File: src/rtl/core/sha256_pkg.sv
package sha256_pkg;

    typedef logic [0:7][31:0] t_hash;

    typedef struct packed {
        logic        push;
        logic [31:0] word;
        logic        start;
        logic        init;
    } t_core_ctl;

    typedef struct packed {
        logic busy;
        logic done;
    } t_core_sts;

    localparam t_hash HASH_IV = {
        32'h6a09e667, 32'hbb67ae85, 32'h3c6ef372, 32'ha54ff53a,
        32'h510e527f, 32'h9b05688c, 32'h1f83d9ab, 32'h5be0cd19
    };

    localparam logic [31:0] ROUND_K [0:63] = '{
        32'h428a2f98, 32'h71374491, 32'hb5c0fbcf, 32'he9b5dba5,
        32'h3956c25b, 32'h59f111f1, 32'h923f82a4, 32'hab1c5ed5,
        32'hd807aa98, 32'h12835b01, 32'h243185be, 32'h550c7dc3,
        32'h72be5d74, 32'h80deb1fe, 32'h9bdc06a7, 32'hc19bf174,
        32'he49b69c1, 32'hefbe4786, 32'h0fc19dc6, 32'h240ca1cc,
        32'h2de92c6f, 32'h4a7484aa, 32'h5cb0a9dc, 32'h76f988da,
        32'h983e5152, 32'ha831c66d, 32'hb00327c8, 32'hbf597fc7,
        32'hc6e00bf3, 32'hd5a79147, 32'h06ca6351, 32'h14292967,
        32'h27b70a85, 32'h2e1b2138, 32'h4d2c6dfc, 32'h53380d13,
        32'h650a7354, 32'h766a0abb, 32'h81c2c92e, 32'h92722c85,
        32'ha2bfe8a1, 32'ha81a664b, 32'hc24b8b70, 32'hc76c51a3,
        32'hd192e819, 32'hd6990624, 32'hf40e3585, 32'h106aa070,
        32'h19a4c116, 32'h1e376c08, 32'h2748774c, 32'h34b0bcb5,
        32'h391c0cb3, 32'h4ed8aa4a, 32'h5b9cca4f, 32'h682e6ff3,
        32'h748f82ee, 32'h78a5636f, 32'h84c87814, 32'h8cc70208,
        32'h90befffa, 32'ha4506ceb, 32'hbef9a3f7, 32'hc67178f2
    };

    localparam logic [31:0] PAD_WORD = 32'h8000_0000;

    function automatic logic [31:0] rotr(input logic [31:0] x, input int unsigned n);
        rotr = (x >> n) | (x << (32 - n));
    endfunction

    function automatic logic [31:0] big_sigma0(input logic [31:0] x);
        big_sigma0 = rotr(x, 2) ^ rotr(x, 13) ^ rotr(x, 22);
    endfunction

    function automatic logic [31:0] big_sigma1(input logic [31:0] x);
        big_sigma1 = rotr(x, 6) ^ rotr(x, 11) ^ rotr(x, 25);
    endfunction

    function automatic logic [31:0] small_sigma0(input logic [31:0] x);
        small_sigma0 = rotr(x, 7) ^ rotr(x, 18) ^ (x >> 3);
    endfunction

    function automatic logic [31:0] small_sigma1(input logic [31:0] x);
        small_sigma1 = rotr(x, 17) ^ rotr(x, 19) ^ (x >> 10);
    endfunction

endpackage

File: src/rtl/core/sha256_message_hasher_top.sv
// Channel  Direction  Handshake              Payload
// request  in         in_valid / in_ready    i_msg_word, i_byte_count, i_last_word
// digest   out        out_valid / out_ready  o_digest_word, o_word_index, o_digest_end
//
// A word that does not complete a block is only pushed into the message schedule.
// A word that completes a block starts a compression: 64 rounds of the shared round unit,
// then the hash update, then the hand-back.
// A last word adds pad words and one or two compressions, then eight digest words.
// in_ready is low while a block compresses, and from a last word until the digest is taken;
// out_ready stalls hold the word.
// Reset (synchronous, active low) loads the initial hash and clears fill and length.
module sha256_message_hasher_top (
    input  logic        i_clk,
    input  logic        i_rst_n,
    input  logic        in_valid,
    output logic        in_ready,
    input  logic [31:0] i_msg_word,
    input  logic [2:0]  i_byte_count,
    input  logic        i_last_word,
    output logic        out_valid,
    input  logic        out_ready,
    output logic [31:0] o_digest_word,
    output logic [2:0]  o_word_index,
    output logic        o_digest_end
);
    import sha256_pkg::*;

    typedef enum logic [3:0] {
        ST_IDLE = 4'b0001,
        ST_PAD  = 4'b0010,
        ST_COMP = 4'b0100,
        ST_OUT  = 4'b1000
    } t_state;

    t_state      r_state, n_state;
    logic [3:0]  r_fill, n_fill;
    logic [63:0] r_len, n_len;
    logic        r_pad, n_pad;
    logic        r_pend80, n_pend80;
    logic        r_lenhi, n_lenhi;
    logic        r_lendone, n_lendone;
    logic [2:0]  r_idx, n_idx;

    t_core_ctl   ctl;
    t_core_sts   sts;
    t_hash       hash;

    logic [2:0]  nbytes;
    logic [31:0] last_word_val;

    sha256_compress u_compress (
        .i_clk   (i_clk),
        .i_rst_n (i_rst_n),
        .i_ctl   (ctl),
        .o_sts   (sts),
        .o_hash  (hash)
    );

    assign nbytes = (!i_last_word || i_byte_count > 3'd4) ? 3'd4 : i_byte_count;

    always_comb begin
        case (nbytes)
            3'd0:    last_word_val = PAD_WORD;
            3'd1:    last_word_val = {i_msg_word[31:24], 24'h80_0000};
            3'd2:    last_word_val = {i_msg_word[31:16], 16'h8000};
            3'd3:    last_word_val = {i_msg_word[31:8], 8'h80};
            default: last_word_val = i_msg_word;
        endcase
    end

    always_comb begin
        n_state   = r_state;
        n_fill    = r_fill;
        n_len     = r_len;
        n_pad     = r_pad;
        n_pend80  = r_pend80;
        n_lenhi   = r_lenhi;
        n_lendone = r_lendone;
        n_idx     = r_idx;
        ctl       = '0;
        case (r_state)
            ST_IDLE: begin
                if (in_valid) begin
                    n_len    = r_len + {58'd0, nbytes, 3'b000};
                    ctl.push = 1'b1;
                    ctl.word = last_word_val;
                    n_fill   = r_fill + 4'd1;
                    if (i_last_word) begin
                        n_pad    = 1'b1;
                        n_pend80 = (nbytes == 3'd4);
                    end
                    if (r_fill == 4'd15) begin
                        ctl.start = 1'b1;
                        n_state   = ST_COMP;
                    end else if (i_last_word) begin
                        n_state = ST_PAD;
                    end
                end
            end
            ST_PAD: begin
                ctl.push = 1'b1;
                n_fill   = r_fill + 4'd1;
                if (r_pend80) begin
                    ctl.word = PAD_WORD;
                    n_pend80 = 1'b0;
                end else if (r_fill == 4'd14) begin
                    ctl.word = r_len[63:32];
                    n_lenhi  = 1'b1;
                end else if (r_fill == 4'd15 && r_lenhi) begin
                    ctl.word  = r_len[31:0];
                    n_lendone = 1'b1;
                end else begin
                    ctl.word = '0;
                end
                if (r_fill == 4'd15) begin
                    ctl.start = 1'b1;
                    n_state   = ST_COMP;
                end
            end
            ST_COMP: begin
                if (sts.done) begin
                    if (r_lendone) begin
                        n_state = ST_OUT;
                        n_idx   = '0;
                    end else if (r_pad) begin
                        n_state = ST_PAD;
                    end else begin
                        n_state = ST_IDLE;
                    end
                end
            end
            ST_OUT: begin
                if (out_ready) begin
                    n_idx = r_idx + 3'd1;
                    if (r_idx == 3'd7) begin
                        ctl.init  = 1'b1;
                        n_len     = '0;
                        n_pad     = 1'b0;
                        n_pend80  = 1'b0;
                        n_lenhi   = 1'b0;
                        n_lendone = 1'b0;
                        n_state   = ST_IDLE;
                    end
                end
            end
            default: begin
                n_state = ST_IDLE;
            end
        endcase
    end

    always_ff @(posedge i_clk) begin
        if (!i_rst_n) begin
            r_state   <= ST_IDLE;
            r_fill    <= '0;
            r_len     <= '0;
            r_pad     <= 1'b0;
            r_pend80  <= 1'b0;
            r_lenhi   <= 1'b0;
            r_lendone <= 1'b0;
            r_idx     <= '0;
        end else begin
            r_state   <= n_state;
            r_fill    <= n_fill;
            r_len     <= n_len;
            r_pad     <= n_pad;
            r_pend80  <= n_pend80;
            r_lenhi   <= n_lenhi;
            r_lendone <= n_lendone;
            r_idx     <= n_idx;
        end
    end

    assign in_ready      = (r_state == ST_IDLE);
    assign out_valid     = (r_state == ST_OUT);
    assign o_digest_word = hash[r_idx];
    assign o_word_index  = r_idx;
    assign o_digest_end  = (r_idx == 3'd7);

    a_in_out_excl: assert property (@(posedge i_clk) disable iff (!i_rst_n)
        !(in_ready && out_valid)) else $error("request taken while digest pending");
    a_comp_busy: assert property (@(posedge i_clk) disable iff (!i_rst_n)
        (r_state == ST_COMP && !sts.done) |-> sts.busy || $past(ctl.start))
        else $error("waiting on an idle round unit");
    a_out_fill: assert property (@(posedge i_clk) disable iff (!i_rst_n)
        out_valid |-> (r_fill == 4'd0 && r_lendone))
        else $error("digest shown before length block done");
    a_digest_end: assert property (@(posedge i_clk) disable iff (!i_rst_n)
        (out_valid && out_ready && o_digest_end) |=> (in_ready && r_len == 64'd0))
        else $error("no return to idle after digest");

endmodule

File: src/rtl/core/sha256_compress.sv
module sha256_compress (
    input  logic                  i_clk,
    input  logic                  i_rst_n,
    input  sha256_pkg::t_core_ctl i_ctl,
    output sha256_pkg::t_core_sts o_sts,
    output sha256_pkg::t_hash     o_hash
);
    import sha256_pkg::*;

    logic [31:0] r_w [16];
    t_hash       r_v;
    t_hash       r_h;
    logic [5:0]  r_round;
    logic        r_busy;
    logic        r_add;

    logic [31:0] t1;
    logic [31:0] t2;
    logic [31:0] choose;
    logic [31:0] major;
    logic [31:0] sched_new;

    assign choose    = (r_v[4] & r_v[5]) ^ (~r_v[4] & r_v[6]);
    assign major     = (r_v[0] & r_v[1]) ^ (r_v[0] & r_v[2]) ^ (r_v[1] & r_v[2]);
    assign t1        = r_v[7] + big_sigma1(r_v[4]) + choose + ROUND_K[r_round] + r_w[0];
    assign t2        = big_sigma0(r_v[0]) + major;
    assign sched_new = r_w[0] + small_sigma0(r_w[1]) + r_w[9] + small_sigma1(r_w[14]);

    always_ff @(posedge i_clk) begin
        if (!i_rst_n) begin
            r_busy  <= 1'b0;
            r_add   <= 1'b0;
            r_round <= '0;
            r_h     <= HASH_IV;
        end else begin
            r_add <= 1'b0;
            if (i_ctl.start) begin
                r_busy  <= 1'b1;
                r_round <= '0;
            end else if (r_busy) begin
                r_round <= r_round + 6'd1;
                if (r_round == 6'd63) begin
                    r_busy <= 1'b0;
                    r_add  <= 1'b1;
                end
            end
            if (i_ctl.init) begin
                r_h <= HASH_IV;
            end else if (r_add) begin
                for (int i = 0; i < 8; i++) begin
                    r_h[i] <= r_h[i] + r_v[i];
                end
            end
        end
    end

    always_ff @(posedge i_clk) begin
        if (i_ctl.push || r_busy) begin
            for (int i = 0; i < 15; i++) begin
                r_w[i] <= r_w[i+1];
            end
            r_w[15] <= i_ctl.push ? i_ctl.word : sched_new;
        end
        if (i_ctl.start) begin
            r_v <= r_h;
        end else if (r_busy) begin
            r_v[7] <= r_v[6];
            r_v[6] <= r_v[5];
            r_v[5] <= r_v[4];
            r_v[4] <= r_v[3] + t1;
            r_v[3] <= r_v[2];
            r_v[2] <= r_v[1];
            r_v[1] <= r_v[0];
            r_v[0] <= t1 + t2;
        end
    end

    assign o_sts.busy = r_busy;
    assign o_sts.done = r_add;
    assign o_hash     = r_h;

    a_busy_add_excl: assert property (@(posedge i_clk) disable iff (!i_rst_n)
        !(r_busy && r_add)) else $error("round and final add overlap");
    a_last_round: assert property (@(posedge i_clk) disable iff (!i_rst_n)
        (r_busy && r_round == 6'd63 && !i_ctl.start) |=> r_add)
        else $error("final add missing after last round");
    a_start_idle: assert property (@(posedge i_clk) disable iff (!i_rst_n)
        i_ctl.start |-> (!r_busy && !r_add)) else $error("start while busy");
    a_push_idle: assert property (@(posedge i_clk) disable iff (!i_rst_n)
        i_ctl.push |-> !r_busy) else $error("push during rounds");

endmodule
File: config.mk
export PLATFORM = sky130hd
export DESIGN_NAME = sha256_message_hasher_top
export DESIGN_NICKNAME = d
export VERILOG_FILES = /design/src/rtl/core/sha256_pkg.sv /design/src/rtl/core/sha256_message_hasher_top.sv /design/src/rtl/core/sha256_compress.sv
export SDC_FILE = /design/constraint.sdc
export NUM_CORES = 2
export LEC_CHECK = 0
export BUFFER_PORTS_ARGS = -buffer_cell sky130_fd_sc_hd__buf_2
export CAP_MARGIN = 15
export CORE_ASPECT_RATIO = 0.6
export CORE_UTILIZATION = 50
export CTS_CLUSTER_DIAMETER = 200
export DETAILED_ROUTE_END_ITERATION = 6
export GPL_TIMING_DRIVEN = 0
export PLACE_DENSITY = 0.74
export SYNTH_ARGS = -nofsm -noshare
export SYNTH_HDL_FRONTEND = slang
export SYNTH_HIERARCHICAL = 1
export SYNTH_SLANG_ARGS = --single-unit
File: constraint.sdc
create_clock -name i_clk -period 25.8 [get_ports i_clk]
set_clock_uncertainty 0.2 [all_clocks]
set_input_delay 3.87 -clock i_clk [delete_from_list [all_inputs] [get_ports i_clk]]
set_output_delay 3.87 -clock i_clk [all_outputs]
set_load 0.02 [all_outputs]
# Yosys cells after proc, flatten, opt, wreduce, memory -nomap -nowiden
# Memory sizes are Yosys's and may differ from the RTL's.
# Cells that the tools add are included.
[word_totals]
regBits = 599
latch_bits = 0
ramBits = 512
rom_bits = 2048
inputBits = 40
output_inout_bits = 38
wordCells = 191
mem_count = 2
[classes]
n_addsub = 22
n_mul = 0
div = 0
order_cmp = 3
n_eq_ne = 24
n_shift = 0
muxes = 60
n_bitwise = 31
n_reduce_logical = 22
[memory_table]
columns = ["memory", "depth", "word_bits", "rd", "rd_clocked_by_memory_dff", "write_ports", "line_no", "source"]
rows = [
  ["(name not given)", 64, 32, 1, 0, 0, "sha256_compress.sv:25", "assign t1 = r_v[7] + big_sigma1(r_v[4]) + choose + ROUND_K[r_round] + r_w[0];"],
  ["u_compress.r_w", 16, 32, 16, 0, 16, "sha256_compress.sv:10", "logic [31:0] r_w [16];"],
]
[op_table]
columns = ["operator", "count"]
rows = [
  ["$add 32x32->32", 18],
  ["$mux 256", 2],
  ["$xor 32x32->32", 9],
  ["$mux 32", 8],
  ["$mux 64", 3],
  ["$and 32x32->32", 5],
  ["$pmux 32 s4", 1],
  ["$pmux 64 s2", 1],
  ["$bmux 32 s3", 1],
  ["$pmux 34 s2", 1],
  ["$add 64x6->64", 1],
  ["$mux 4", 9],
  ["$mux 34", 1],
  ["$not 32->32", 1],
  ["$or 10x32->32", 1],
  ["$or 13x32->32", 1],
  ["$or 14x32->32", 1],
  ["$or 15x32->32", 1],
  ["$or 19x32->32", 1],
  ["$or 21x32->32", 1],
  ["$or 25x32->32", 1],
  ["$or 26x32->32", 1],
  ["$or 30x32->32", 1],
  ["$or 7x32->32", 1],
  ["other kinds (42)", 91],
]

# Depth between registers and ports, before layout
[logic_depth]
depth_word = 10
depth_mapped = 38
depth_no_buf = 37

# Hierarchy
# The synthesis kept the hierarchy.
[by_module_without_submodules]
columns = ["mod", "n_inst", "cells_each", "area_each_um2", "seq_area_each_um2"]
rows = [
  ["sha256_compress", 1, 5795, 62776.5, 28347.2],
  ["sha256_message_hasher_top", 1, 681, 6276.0, 1521.5],
]

# Least setup slack after synthesis
# No wires, ideal clock.
[synth_path]
path_type = "input-to-reg"
startpoint = "input port in_valid"
endpoint = "memory u_compress.r_w[0][0], enable pin"
setup_time_ps = 667
arrival_time_ps = 10892
required_ps = 24933
slack_ps = 14042
cell_stages = 5
n_path_buf = 2
path_cell_list = "inv_1 -> o21ai_1 -> clkbuf_1 -> clkbuf_1 -> or2_2"
[synth_lines]
columns = ["element", "line_no", "source"]
rows = [
  ["start: declaration", "sha256_message_hasher_top.sv:15", "input logic in_valid,"],
  ["end: declaration", "sha256_compress.sv:10", ""],
]

# Worst setup path after layout
[layout_path]
startpoint = "register u_compress.r_round[1]"
endpoint = "register u_compress/r_v[255] (netlist bit) (data pin)"
[layout_via]
elab_chain_cells = 9
[layout_lines]
columns = ["element", "line_no", "source"]
rows = [
  ["start: declaration", "sha256_compress.sv:13", "logic [5:0] r_round;"],
  ["start signal: assignment", "sha256_compress.sv:41", "r_round <= r_round + 6'd1;"],
  ["$not 6->7 (not written as such)", "sha256_compress.sv:25", ""],
  ["$mem_v2 64x32", "n/a", ""],
  ["$mux 32 (not written as such) (2 in a row)", "sha256_compress.sv:25", ""],
  ["$add 32x32->32 (2 in a row)", "sha256_compress.sv:25", ""],
  ["$add 32x32->32", "sha256_compress.sv:74", "r_v[0] <= t1 + t2;"],
  ["$mux 256", "sha256_compress.sv:66", "end else if (r_busy) begin"],
  ["$mux 256", "sha256_compress.sv:64", "if (i_ctl.start) begin"],
  ["end signal: assignment", "sha256_compress.sv:65", "r_v <= r_h;"],
  ["end: declaration", "sha256_compress.sv:11", "t_hash r_v;"],
]
# Every way passes these cells. The select of a mux whose other input is x is not followed.
# A chain may end at the register's enable or synchronous reset.

==> metrics.txt <==
# TYPE chip_impl_metric gauge
chip_impl_metric{name="grt-ovfl-total",unit=""} 0
chip_impl_metric{name="syn_area_per_cell",unit="um^2"} 10.66
chip_impl_metric{name="cts_sinks",unit=""} 1108
chip_impl_metric{name="hpwlAfterDp",unit="um"} 213800
chip_impl_metric{name="power.share.switching",unit=""} 0.4689
chip_impl_metric{name="drive_gt1_frac",unit=""} 0.1064
chip_impl_metric{name="min_period",unit="ns"} 13.21
chip_impl_info{name="crit_slowest_cell",value="sky130_fd_sc_hd__clkinv_1"} 1
chip_impl_metric{name="die_height",unit="um"} 289.8
chip_impl_metric{name="cts-htree-levels",unit=""} 3
chip_impl_metric{name="antenna_found_initial",unit=""} 19
chip_impl_metric{name="max-clock-path-buffers",unit=""} 3
chip_impl_metric{name="seq_power_share",unit=""} 0.240
chip_impl_metric{name="globalplace.congestion",unit=""} 1.078
chip_impl_metric{name="rows",unit=""} 105
chip_impl_metric{name="gr-usage-all-layers",unit=""} 0.3821
chip_impl_metric{name="grt_pass1_wl",unit="um"} 378400
chip_impl_metric{name="worst-endpoint-required",unit="ns"} 26.09
chip_impl_metric{name="clk_pin_slew",unit="ns"} 0.07
chip_impl_metric{name="area_used_by_multi_input_combinational_logic",unit="mm^2"} 0.03672
chip_impl_metric{name="dieWidth",unit="um"} 481.7
chip_impl_metric{name="final_antenna_net_count",unit=""} 0
chip_impl_info{name="min-delay-path-class",value="reg -> reg"} 1
chip_impl_metric{name="portion_of_total_power_attributed_to_the_clock_network",unit=""} 0.131
chip_impl_metric{name="avgRoutedWirePerCell",unit="um"} 31.47
chip_impl_metric{name="cap_viol_max_count",unit=""} 0
chip_impl_metric{name="vias",unit=""} 56510
chip_impl_metric{name="floorplan.initialDensity",unit=""} 0.5044
chip_impl_metric{name="remaining_drc_errors",unit=""} 5
chip_impl_metric{name="finalSetupViolCount",unit=""} 0
chip_impl_metric{name="floorplan.core_area",unit="mm^2"} 0.1369
chip_impl_metric{name="tightestPinTransition",unit="ns"} 1.443
chip_impl_metric{name="timing.reg2reg.setup_slack",unit="ns"} 12.59
chip_impl_info{name="type_of_element_capturing_the_critical_path",value="flop"} 1
chip_impl_metric{name="pin_count",unit=""} 78
chip_impl_metric{name="final_core_util",unit=""} 0.5579
chip_impl_metric{name="post_syn_instances",unit=""} 6475
chip_impl_metric{name="ir_drop",unit="V"} 0.0002184
chip_impl_metric{name="final-hold-violation-count",unit=""} 0
chip_impl_metric{name="net-switching-power",unit="mW"} 5.967
chip_impl_info{name="crit_path_start_kind",value="flop"} 1
chip_impl_metric{name="p_leak",unit="nW"} 28.43
chip_impl_metric{name="report.final.slew_viol_count",unit=""} 0
chip_impl_metric{name="final.fill_count",unit=""} 11810
chip_impl_metric{name="wirelength",unit="um"} 271800
chip_impl_info{name="path_common_cell",value="sky130_fd_sc_hd__fa_1"} 1
chip_impl_metric{name="regArea",unit="mm^2"} 0.02987
chip_impl_metric{name="mappedNetlistNets",unit=""} 7111
chip_impl_metric{name="combinational_cell_fraction_of_total_power",unit=""} 0.628
chip_impl_metric{name="synth.cell_area",unit="mm^2"} 0.06904
chip_impl_metric{name="io_buffer_count",unit=""} 77
chip_impl_metric{name="path_max_fanout",unit=""} 15
chip_impl_metric{name="area_delta_synth_final",unit="%"} 10.61
chip_impl_metric{name="clk-insertion-delay-late",unit="ns"} 0.77
chip_impl_metric{name="internal_power",unit="mW"} 6.758
chip_impl_metric{name="power_density",unit="mW/mm^2"} 166.6
chip_impl_metric{name="max_clock_freq",unit="MHz"} 75.73
chip_impl_metric{name="post-route-period-util",unit=""} 0.5118
chip_impl_info{name="grt_setup_unrepaired",value="no"} 1
chip_impl_info{name="violated_checks",value="DRC"} 1
chip_impl_metric{name="cts.hold.buffers_added",unit=""} 0
chip_impl_metric{name="finalNetCount",unit=""} 7353
chip_impl_metric{name="area_of_the_die",unit="mm^2"} 0.1396
chip_impl_info{name="root_buffer_master",value="sky130_fd_sc_hd__clkbuf_16"} 1
chip_impl_info{name="outcome",value="finished, violations left"} 1
chip_impl_metric{name="cts-resized-gates",unit=""} 0
chip_impl_metric{name="clock_buffer_count_from_cts",unit=""} 109
chip_impl_info{name="cts_tree",value="yes"} 1
chip_impl_info{name="path_class",value="reg -> reg"} 1
chip_impl_metric{name="grt_max_degree",unit=""} 73
chip_impl_metric{name="vias_in_the_first_global_route",unit=""} 50880
chip_impl_metric{name="timing.setup.tns",unit="ns"} 0
chip_impl_metric{name="drtIter0Drc",unit=""} 9481
chip_impl_metric{name="yosys_warnings",unit=""} 6
chip_impl_metric{name="worst_slew_margin_rel",unit=""} 0.03816
chip_impl_metric{name="drt-vias-per-instance",unit=""} 6.542
chip_impl_metric{name="post_cts_setup_repair_bufs",unit=""} 0
chip_impl_metric{name="dr.pass1.iters",unit=""} 7
chip_impl_metric{name="critPathMaxStageDelay",unit="ns"} 0.92
chip_impl_metric{name="cp_arrival",unit="ns"} 13.50
[critical path, delay by kind of cell, from the launching register on]
family,cells,cell delay (ns)
mux,1,0.91
simple gates,7,1.84
buf+inv,4,2.48
flops,1,0.86
compound gates,11,2.83
xor+xnor,2,0.53
fa+ha+maj,7,3.27
[state kept, by name, indices dropped and copies added, names as in the netlist, 3 cells and up]
register and cells:
u_compress/r_round 6, o_word_index 3, u_compress/r_w 512, u_compress/o_hash 256
r_len 61, r_state 4, u_compress/r_v 256, r_fill 4
[layer usage]
| layer | track usage | up-vias | share of wire |
|---|---|---|---|
| met1 | 0.6010 | 28000 | 0.44 |
| met2 | 0.4294 | 4044 | 0.34 |
| li1 | - | 24040 | - |
| met4 | 0.09342 | 10 | 0.026 |
| met3 | 0.2098 | 426 | 0.19 |
| met5 | 0 | - | 0.00026 |
[through the flow]
stage	hold slack [ns]	setup slack [ns]	power, mW	cell area, um^2	std cells
2_1_floorplan	0.2003	14.04	8.528	69050	6475
3_3_place_gp	0.2004	11.07	10.66	71710	8371
3_5_place_dp	0.2045	13.40	10.68	72530	8415
4_1_cts	0.2149	13.39	12.41	76210	8620
5_1_grt	0.2213	12.56	13.50	76350	8631
6_report	0.1936	12.59	12.72	76370	8639
[power groups by stage]
stage / registers (mW) / clock network, mW / logic (mW)
detailed placement: 3.08 / 0 / 7.60
CTS: 3.05 / 1.69 / 7.67
floorplan: 3.04 / 0 / 5.49
finish: 3.06 / 1.67 / 7.99
global route: 3.08 / 1.76 / 8.66
global placement: 3.20 / 0 / 7.46
[cell usage in the layout, fill, tap and decap left out, drive strengths merged, types with 37 or more instances in the layout]
| cell type | instances |
|---|---|
| nand2 | 478 |
| ha | 400 |
| a21oi | 481 |
| buf | 178 |
| dfxtp | 340 |
| mux2 | 259 |
| o21a | 62 |
| nand2b | 66 |
| clkinv | 41 |
| and3 | 38 |
| nand3 | 104 |
| fa | 196 |
| xnor2 | 398 |
| inv | 358 |
| nor3 | 91 |
| a31oi | 48 |
| o21ai | 437 |
| mux4 | 74 |
| mux2i | 96 |
| nor2b | 60 |
| a21o | 159 |
| or3 | 41 |
| o31ai | 51 |
| nor2 | 443 |
| a211oi | 70 |
| xor2 | 179 |
| clkbuf | 392 |
| edfxtp | 768 |
| o21bai | 37 |
[final cells by class]
class	count	area share
multi-input combinational	4715	0.4808
sequential	1108	0.3911
clock buffer	140	0.03911
tap	1819	0.02980
inverter	353	0.01735
timing repair buffer	131	0.01704
buffer	299	0.01555
clock inverter	65	0.009027
antenna	9	0.0002949
[final timing paths]
path                                             start                endpoint  cells after the start
worst min-delay path            u_compress/r_w[0][223]  u_compress/r_w[0][191]                      0
worst max-delay path             u_compress/r_round[1]     u_compress/r_v[255]                     32
worst min register to register  u_compress/r_w[0][223]  u_compress/r_w[0][191]                      0
worst max register to register   u_compress/r_round[1]     u_compress/r_v[255]                     32
(Power assumes the default switching activity.)
